$ cat config.mk
export PLATFORM = sky130hd
export DESIGN_NAME = dmnc_ctrl
export DESIGN_NICKNAME = d
export VERILOG_FILES = /design/src/rtl/dmnc_pkg.sv /design/src/rtl/dmnc_ctrl.sv
export SDC_FILE = /design/constraint.sdc
export NUM_CORES = 1
export LEC_CHECK = 0
export BUFFER_PORTS_ARGS = -buffer_cell sky130_fd_sc_hd__clkbuf_2
export CAP_MARGIN = 40
export CORE_AREA = 2 2 39 41
export CTS_CLUSTER_DIAMETER = 30
export DETAILED_ROUTE_END_ITERATION = 12
export DIE_AREA = 0 0 41 43
export HOLD_SLACK_MARGIN = 0.12
export SYNTH_ARGS = -nofsm -noshare
export SYNTH_HDL_FRONTEND = slang
export SYNTH_SLANG_ARGS = --single-unit
$ cat constraint.sdc
create_clock -name clk -period 1.85 [get_ports clk]
set_input_delay 0.0925 -clock clk [delete_from_list [all_inputs] [get_ports clk]]
set_output_delay 0.0925 -clock clk [all_outputs]
set_load 0.005 [all_outputs]
$ cat src/rtl/dmnc_pkg.sv
// Shared types, constants and codes of the direct-mapped name cache.
package dmnc_pkg;

  localparam int INO_W = 64;
  localparam int HASH_W = 64;
  localparam int LEN_W = 8;
  localparam int MIX_W = 64;
  localparam int REQ_W = 2;

  localparam int DMNC_DEPTH = 4096;

  // Slot index mixing constants.
  localparam int LEN_MULT_W = 24;
  localparam logic [LEN_MULT_W-1:0] LEN_MULT = LEN_MULT_W'(8648737);
  localparam int LEN_ROT = 19;
  localparam int PROD_W = LEN_W + LEN_MULT_W;

  typedef enum logic [REQ_W-1:0] {
    REQ_REMAP  = 2'd0,
    REQ_LOOKUP = 2'd1,
    REQ_CLEAR  = 2'd2
  } req_t;

  typedef struct packed {
    logic [INO_W-1:0]  parent;
    logic [HASH_W-1:0] hash;
    logic [LEN_W-1:0]  len;
    logic [INO_W-1:0]  target;
  } entry_t;

  localparam int ENTRY_W = $bits(entry_t);

  typedef enum logic [2:0] {
    ST_INIT,
    ST_IDLE,
    ST_HASH,
    ST_MOD,
    ST_CMP,
    ST_CLEAR,
    ST_DONE
  } state_t;

  typedef struct packed {
    logic load;
    logic mod_start;
    logic ram_we;
    logic sel_sweep;
    logic sweep_clr;
    logic sweep_inc;
    logic capture;
    logic out_load;
  } dmnc_cmd_t;

  typedef struct packed {
    logic [REQ_W-1:0] req_type;
    logic             usable;
    logic             mod_done;
    logic             sweep_last;
  } dmnc_sts_t;

endpackage

$ cat src/rtl/dmnc_ctrl.sv
// Controller: request sequencing, table sweeps and the result handshake.
module dmnc_ctrl import dmnc_pkg::*; (
  input  logic      clk,
  input  logic      rst_n,
  input  logic      in_valid,
  output logic      in_ready,
  output logic      out_valid,
  input  logic      out_ready,
  input  dmnc_sts_t sts,
  output dmnc_cmd_t cmd
);

  state_t state_r;
  state_t state_nxt;
  logic   out_valid_r;
  logic   out_valid_nxt;

  always_ff @(posedge clk) begin
    if (!rst_n) begin
      state_r     <= ST_INIT;
      out_valid_r <= 1'b0;
    end else begin
      state_r     <= state_nxt;
      out_valid_r <= out_valid_nxt;
    end
  end

  always_comb begin
    state_nxt     = state_r;
    cmd           = '0;
    out_valid_nxt = out_valid_r && !out_ready;
    in_ready      = (state_r == ST_IDLE);
    case (state_r)
      ST_INIT: begin
        cmd.ram_we    = 1'b1;
        cmd.sel_sweep = 1'b1;
        if (sts.sweep_last) begin
          cmd.sweep_clr = 1'b1;
          state_nxt     = ST_IDLE;
        end else begin
          cmd.sweep_inc = 1'b1;
        end
      end
      ST_IDLE: begin
        if (in_valid) begin
          cmd.load  = 1'b1;
          state_nxt = ST_HASH;
        end
      end
      ST_HASH: begin
        case (sts.req_type)
          REQ_CLEAR: begin
            state_nxt = ST_CLEAR;
          end
          REQ_REMAP, REQ_LOOKUP: begin
            if (sts.usable) begin
              cmd.mod_start = 1'b1;
              state_nxt     = ST_MOD;
            end else begin
              state_nxt = ST_DONE;
            end
          end
          default: begin
            state_nxt = ST_DONE;
          end
        endcase
      end
      ST_MOD: begin
        // The index is ready once mod_done is set; a lookup's read is issued in that cycle.
        if (sts.mod_done) begin
          if (sts.req_type == REQ_REMAP) begin
            cmd.ram_we = 1'b1;
            state_nxt  = ST_DONE;
          end else begin
            state_nxt = ST_CMP;
          end
        end
      end
      ST_CMP: begin
        cmd.capture = 1'b1;
        state_nxt   = ST_DONE;
      end
      ST_CLEAR: begin
        cmd.ram_we    = 1'b1;
        cmd.sel_sweep = 1'b1;
        if (sts.sweep_last) begin
          cmd.sweep_clr = 1'b1;
          state_nxt     = ST_DONE;
        end else begin
          cmd.sweep_inc = 1'b1;
        end
      end
      ST_DONE: begin
        if (!out_valid_r || out_ready) begin
          cmd.out_load  = 1'b1;
          out_valid_nxt = 1'b1;
          state_nxt     = ST_IDLE;
        end
      end
      default: begin
        state_nxt = ST_INIT;
      end
    endcase
  end

  assign out_valid = out_valid_r;

endmodule

==> results.tsv, run 1 <==
stage	metric	value	unit
detailed_routing	vias per std cell	4.71	
logic_synthesis	Post-Syn Instances	51	
logic_synthesis	Syn Nets	60	
clocking	cts hold-fix bufs	0	
sta	final hold vios	0	
logic_synthesis	number of synthesized flops with an enable pin	0	
cells_and_area	nets	80	
logic_synthesis	Post-synth top flop	dfxtp_1	
power_and_ir_drop	Internal	0.369	mW
min_path	WHS Path Cells	2	
grt	via count of the first global-routing pass	367	
power_and_ir_drop	clock power share	0.170	
logic_synthesis	Post-Synth Simple-Gate Area	0.396	
floorplan	CORE AREA	1380	um2
clocking	CTS max path bufs	2	
power_and_ir_drop	Final Total Pwr	0.613	mW
cells_and_area	final antenna diode count	0	
logic_synthesis	largest family of logic cells by synthesized area	simple AND/OR/NAND/NOR gates	
clocking	total CTS buffers	3	
critical_path	kind of critical path	register to output port	
detailed_routing	Pre-Repair DR Iteration Count	3	
sta	min Tclk post-route	1.48	ns
logic_synthesis	Unique masters post-synth	27	
job	maxcap violations	0	
sta	final worst-path cycle share	0.800	
min_path	HP Class	input port to register	
power_and_ir_drop	Net Switching	0.245	mW
detailed_routing	Residual DRC	0	
critical_path	R2R Setup Slk	0.51	ns
detailed_routing	Post-DRT Antenna Nets	0	
power_and_ir_drop	sequential power share	0.284	
grt	Overflow after GRT	0	
place	dpl ws	0.494	ns
sta	Pins Over Slew Limit	0	
power_and_ir_drop	Sw Share	0.399	
logic_synthesis	post-synthesis compound-gate area fraction	0.189	
logic_synthesis	mux share of post-synthesis cell area	0.0786	
power_and_ir_drop	Leakage Power	0.233	nW
critical_path	Startpoint Class	register	
power_and_ir_drop	Pwr per Cell Area	1230	nW/um2
critical_path	critical path peak fanout	12	
sta	Rel. slew slack	0.760	
critical_path	Critical Path End Type	output port	
power_and_ir_drop	maximum vdd drop	0.465	mV
power_and_ir_drop	Logic pwr share	0.546	
clocking	Clk Latency, worst-skew pair	0.23	ns
place	port buffer count	18	
clocking	CTS H-tree lvls	1	
cells_and_area	final cell area excluding filler cells	500	um2
sta	final setup vio count	0	
critical_path	r2r startpoint	state_r[0]	
outcome	status	finished clean	
logic_synthesis	xor-xnor portion of the synthesized cell area	0.0220	
min_path	Worst Hold Path EP	out_valid	
logic_synthesis	FF+latch count, synth	4	
floorplan	Core Rows	14	
cells_and_area	Layout area overhead	25.8	%
place	area post-placement	478	um2
sta	RSZ-0062 raised after global routing	no	
detailed_routing	drt wl/cell	9.65	um
critical_path	Crit. Startpoint	state_r[0]	
critical_path	r2r endpoint	state_r[0]	
critical_path	crit path DAT	1.39	ns
floorplan	Die Ht	43	um
cells_and_area	# fillers	157	
logic_synthesis	Async SR Flop Fraction	0	
floorplan	die area	1760	um2
sta	Final Skew	0.00281	ns
cells_and_area	Layout Cells excl Fill	85	
logic_synthesis	sequential area share after synthesis	0.201	
clocking	Root Driver	clkbuf_4	
critical_path	FF-to-FF path depth	4	
logic_synthesis	Synth Warn #	0	
logic_synthesis	Synth Cell Area	398	um2
place	Placed Cells	82	
grt	global-route wire length before repair	1.36	mm
logic_synthesis	fraction of the mapped netlist area in adder cells	0	
cells_and_area	most frequent cells in the layout	18 x clkbuf_2, 6 x nand2_1, 5 x nor2_1	
logic_synthesis	mean post-synth cell area	7.80	um2
sta	Worst Slack Setup Final	0.369	ns
clocking	Clock transition at path regs	0.04	ns
sta	Fmax achieved	675	MHz
critical_path	Worst Path Required	1.76	ns
sta	Tightest Pin Transition	0.359	ns
detailed_routing	DR vias	400	
min_path	HP Start	rst_n	
place	GPL Wtd Cong	0.763	
clocking	post-CTS setup buffer count	0	
detailed_routing	DRT iter0 DRCs	2	
floorplan	initial core utilization	0.288	
grt	GRT Util Overall	0.114	
clocking	clk sink count	4	
detailed_routing	Routed WL	820	um
grt	pin count of the biggest net entering global routing	13	
cells_and_area	layout cells sized above 1	0.377	
cells_and_area	most common library cell in the layout ignoring fill and taps	clkbuf_2	
floorplan	Die W	41	um
floorplan	# IOs	19	
sta	setup TNS	0	ns
clocking	post-CTS resize count	0	
grt	initial antenna violation count	0	
clocking	CTS tree	done	
place	Detailed Place HPWL	685	um
==> Yosys cell counts (all sizes together), types with 2 or more instances <==
cell / count / area [um2]
dfxtp: 4 / 80.1
nor2b: 4 / 25.0
nor2: 5 / 18.8
nand2: 6 / 22.5
nand3: 2 / 10.0
mux2i: 2 / 20.0
nand2b: 3 / 18.8
o21ai: 2 / 10.0
and2: 2 / 12.5
buf: 3 / 30.0
nor3b: 2 / 20.0
inv: 4 / 15.0
==> flip-flops by register name, summed over array words and instances, names as in the netlist <==
register / count
state_r: 3
out_valid: 1
==> critical path: stages, from the launching register on <==
cell and delay [ns]:
dfxtp_1 0.52, xnor2_1 0.17, nor2b_1 0.21, o21bai_1 0.13
clkbuf_2 0.13
==> stage by stage <==
step	hold slack, ns	utilization
finish	0.152	0.362
global placement	0.402	0.345
global route	0.162	0.362
CTS	0.145	0.362
floorplan	0.210	-
detailed placement	0.398	0.345
==> area by class of cell <==
type | instances | area [um2] | share of cell area
multi-input cells | 40 | 273 | 0.545
repair buffers | 18 | 90.1 | 0.180
flip-flops and latches | 4 | 80.1 | 0.160
clock buffers | 3 | 22.5 | 0.0450
well taps | 16 | 20.0 | 0.0400
inverters | 4 | 15.0 | 0.0300
==> power groups by stage <==
stage	Combinational [mW]	Sequential (mW)	Clock, mW
final	0.335	0.174	0.104
after global routing	0.388	0.181	0.115
after CTS	0.342	0.175	0.111
after detailed placement	0.341	0.177	0
after global placement	0.339	0.175	0
after floorplan	0.311	0.121	0
==> per-layer routing <==
layer | global-route usage | vias up | share of wire
li1 | - | 214 | -
met1 | 0.128 | 174 | 0.44
met2 | 0.175 | 12 | 0.51
met3 | 0.0471 | 0 | 0.055
met4 | 0.0600 | 0 | 0
met5 | 0 | - | 0
==> kinds of logic (layout without fill, tap and decap cells) <==
| group | Yosys count | after routing |
|---|---|---|
| flip-flops | 4 | 4 |
| multiplexers | 3 | 3 |
| AO/OA/AOI/OAI | 9 | 9 |
| AND/OR/NAND/NOR | 27 | 27 |
| XOR/XNOR | 1 | 1 |
| buffers and inverters | 7 | 25 |
==> worst max-delay path by stage <==
stage | end | slack (ns) | cells past startpoint
2_1_floorplan | state_r[2] | 0.72 | 5
3_3_place_gp | state_r[0] | 0.52 | 4
3_5_place_dp | state_r[0] | 0.49 | 4
4_1_cts | cmd[5] | 0.34 | 4
5_1_grt | cmd[3] | 0.25 | 4
6_report | cmd[5] | 0.37 | 4
Power figures use the tool's default switching activity.
==> run 2, diff against run 1 <==
==> constraint.sdc (replaced) <==
create_clock -name clk -period 1.4 [get_ports clk]
set_input_delay 0.07 -clock clk [delete_from_list [all_inputs] [get_ports clk]]
set_output_delay 0.07 -clock clk [all_outputs]
set_load 0.005 [all_outputs]
==> run 2 against run 1 <==
Against the previous run:
- global-route usage shrank 0.18 points
- sequential share of layout area shrank 1.0 points
- final area is 10% higher
- total power up 58%
- worst hold slack got worse by 0.0010 ns
- first-iteration DRC count increased to 2.5 times the previous value
- routed wire length is 18% higher
- core utilization rose by 3.7 points
- non-clock buffer count rose by 4
- setup slack worse by 0.31 ns
- highest routed layer unchanged
==> results.tsv, run 2 (same netlist as run 1, synthesis figures left out) <==
stage	metric	value	unit	change
outcome	status	finished clean		unchanged
critical_path	CP cell instances	buf_6 > xnor2_2 > nor2b_4 > o21bai_1 > clkbuf_2		was xnor2_1 > nor2b_1 > o21bai_1 > clkbuf_2
clocking	CTS tree	done		unchanged
detailed_routing	Routed WL	971	um	was 820 um
critical_path	r2r startpoint	state_r[0]		unchanged
clocking	clk sink count	4		unchanged
sta	RSZ-0062 raised after global routing	no		unchanged
floorplan	die area	1760	um2	unchanged
critical_path	Buf+Inv Stages, Crit Path	2		was 1
critical_path	Startpoint Class	register		unchanged
grt	via count of the first global-routing pass	334		was 367
sta	hold slack	0.151	ns	was 0.152 ns
sta	Fmax achieved	748	MHz	
critical_path	slowest stage cell, crit path	dfxtp_1		unchanged
critical_path	r2r endpoint	state_r[1]		was state_r[0]
detailed_routing	vias per std cell	4.64		was 4.71
clocking	CTS H-tree lvls	1		unchanged
clocking	Root Driver	clkbuf_4		unchanged
critical_path	Critical Path End Type	output port		unchanged
place	Placed Cells	83		was 82
sta	Pins Over Slew Limit	0		unchanged
critical_path	family with the most delay on the worst path	flip-flops		unchanged
detailed_routing	DR vias	413		was 400
floorplan	Die W	41	um	unchanged
cells_and_area	Layout area overhead	38.7	%	was 25.8%
sta	final hold vios	0		unchanged
clocking	Clock transition at path regs	0.04	ns	about the same
detailed_routing	Residual DRC	0		unchanged
place	Detailed Place HPWL	713	um	was 685 um
cells_and_area	area occupied by multi-input gates	288	um2	was 273 um2
place	dpl ws	0.190	ns	was 0.494 ns
grt	pin count of the biggest net entering global routing	11		was 13
clocking	CTS max path bufs	2		unchanged
detailed_routing	DRT iter0 DRCs	5		was 2
critical_path	Worst Path Required	1.33	ns	was 1.76 ns
cells_and_area	Largest Register	state_r		unchanged
floorplan	CORE AREA	1380	um2	unchanged
grt	initial antenna violation count	0		unchanged
critical_path	critical path peak fanout	8		was 12
cells_and_area	# fillers	159		was 157
critical_path	R2R Setup Slk	0.24	ns	was 0.51 ns
sta	final worst-path cycle share	0.955		
sta	Tightest Pin Transition	0.294	ns	was 0.359 ns
power_and_ir_drop	Leakage Power	0.266	nW	was 0.233 nW
clocking	total CTS buffers	3		unchanged
min_path	Worst Hold Path EP	out_valid		unchanged
cells_and_area	register area	82.6	um2	was 80.1 um2
floorplan	initial core utilization	0.288		unchanged
detailed_routing	Pre-Repair DR Iteration Count	4		was 3
floorplan	Core Rows	14		unchanged
sta	Rel. slew slack	0.804		was 0.760
place	GPL Wtd Cong	0.685		was 0.763
place	port buffer count	18		unchanged
critical_path	crit path DAT	1.27	ns	was 1.39 ns
power_and_ir_drop	Pwr per Cell Area	1760	nW/um2	was 1230 nW/um2
cells_and_area	number of flip-flops in the largest register	3		unchanged
power_and_ir_drop	maximum vdd drop	0.644	mV	was 0.465 mV
grt	global-route wire length before repair	1.31	mm	was 1.36 mm
sta	final setup vio count	0		unchanged
cells_and_area	final antenna diode count	0		unchanged
cells_and_area	most frequent cells in the layout	18 x clkbuf_2, 6 x nand2_1, 5 x nor2_1		unchanged
grt	GRT Util Overall	0.113		was 0.114
floorplan	# IOs	19		unchanged
critical_path	slowest stage delay, CP	0.36	ns	was 0.52 ns
critical_path	FF-to-FF path depth	5		was 4
grt	Overflow after GRT	0		unchanged
sta	Worst Slack Setup Final	0.0636	ns	was 0.369 ns
min_path	HP Start	rst_n		unchanged
sta	setup TNS	0	ns	unchanged
detailed_routing	Post-DRT Antenna Nets	0		unchanged
cells_and_area	most common library cell in the layout ignoring fill and taps	clkbuf_2		unchanged
clocking	Clk Latency, worst-skew pair	0.24	ns	was 0.23 ns
detailed_routing	drt wl/cell	10.9	um	was 9.65 um
cells_and_area	fin util	0.399		was 0.362
sta	Final Skew	0.00594	ns	was 0.00281 ns
cells_and_area	layout cells sized above 1	0.466		was 0.377
floorplan	Die Ht	43	um	unchanged
cells_and_area	Layout Cells excl Fill	89		was 85
min_path	HP Class	input port to register		unchanged
critical_path	kind of critical path	register to output port		unchanged
min_path	WHS Path Cells	2		unchanged
sta	min Tclk post-route	1.34	ns	
job	maxcap violations	0		unchanged
cells_and_area	nets	84		was 80
-- run 2: changes by cell type in the layout (fill, tap and decap cells not counted) --
| cell | previous run | this run |
|---|---|---|
| xnor2_2 | 0 | 1 |
| nor2b_4 | 0 | 1 |
| dfxtp_1 | 4 | 2 |
| buf_4 | 0 | 3 |
| dfxtp_2 | 0 | 2 |
| nor2b_1 | 4 | 3 |
| xnor2_1 | 1 | 0 |
| buf_6 | 0 | 1 |
-- run 2: worst max path at each step --
stage,cells after the start,start,slack (ns),end
floorplan,5,state_r[1],0.27,state_r[2]
global placement,5,state_r[0],0.21,cmd[5]
detailed placement,4,state_r[2],0.19,cmd[5]
CTS,5,state_r[0],0.004,cmd[5]
global route,5,state_r[0],0.0009,cmd[3]
finish,5,state_r[0],0.06,cmd[5]
-- run 2: metal layers --
metal  track usage  wire (um)  vias to the layer above  part of all wire
li1              -          -                      218                 -
met1         0.145        458                      183              0.47
met2         0.153        468                       12              0.48
met3        0.0471         44                        0             0.045
met4        0.0600          0                        0                 0
met5             0          0                        -                 0
-- run 2: layout make-up --
cell class,instances,area share
clock buffers,3,0.0408
inverters,4,0.0272
flip-flops and latches,4,0.150
well taps,16,0.0363
repair buffers,22,0.224
multi-input cells,40,0.522
-- run 2: timing repair --
| action | in CTS | in global routing |
|---|---|---|
| buffers inserted | 1 | 2 |
| resized for setup | 3 | 3 |
| setup endpoints to repair | 2 | 3 |
| gates cloned | 0 | 0 |
| hold buffers | 0 | 0 |
-- run 2: stage by stage --
step           total power [mW]  instance area, um2
2_1_floorplan             0.571                 398
3_5_place_dp              0.704                 485
6_report                  0.971                 552
3_3_place_gp              0.697                 485
5_1_grt                    1.06                 552
4_1_cts                   0.915                 527
-- run 2: power breakdown --
part / leakage, nW / total [mW] / internal, mW / switching (mW)
clock network: 0.0138 / 0.144 / 0.0960 / 0.0484
registers: 0.0336 / 0.217 / 0.151 / 0.0655
logic: 0.218 / 0.610 / 0.352 / 0.257
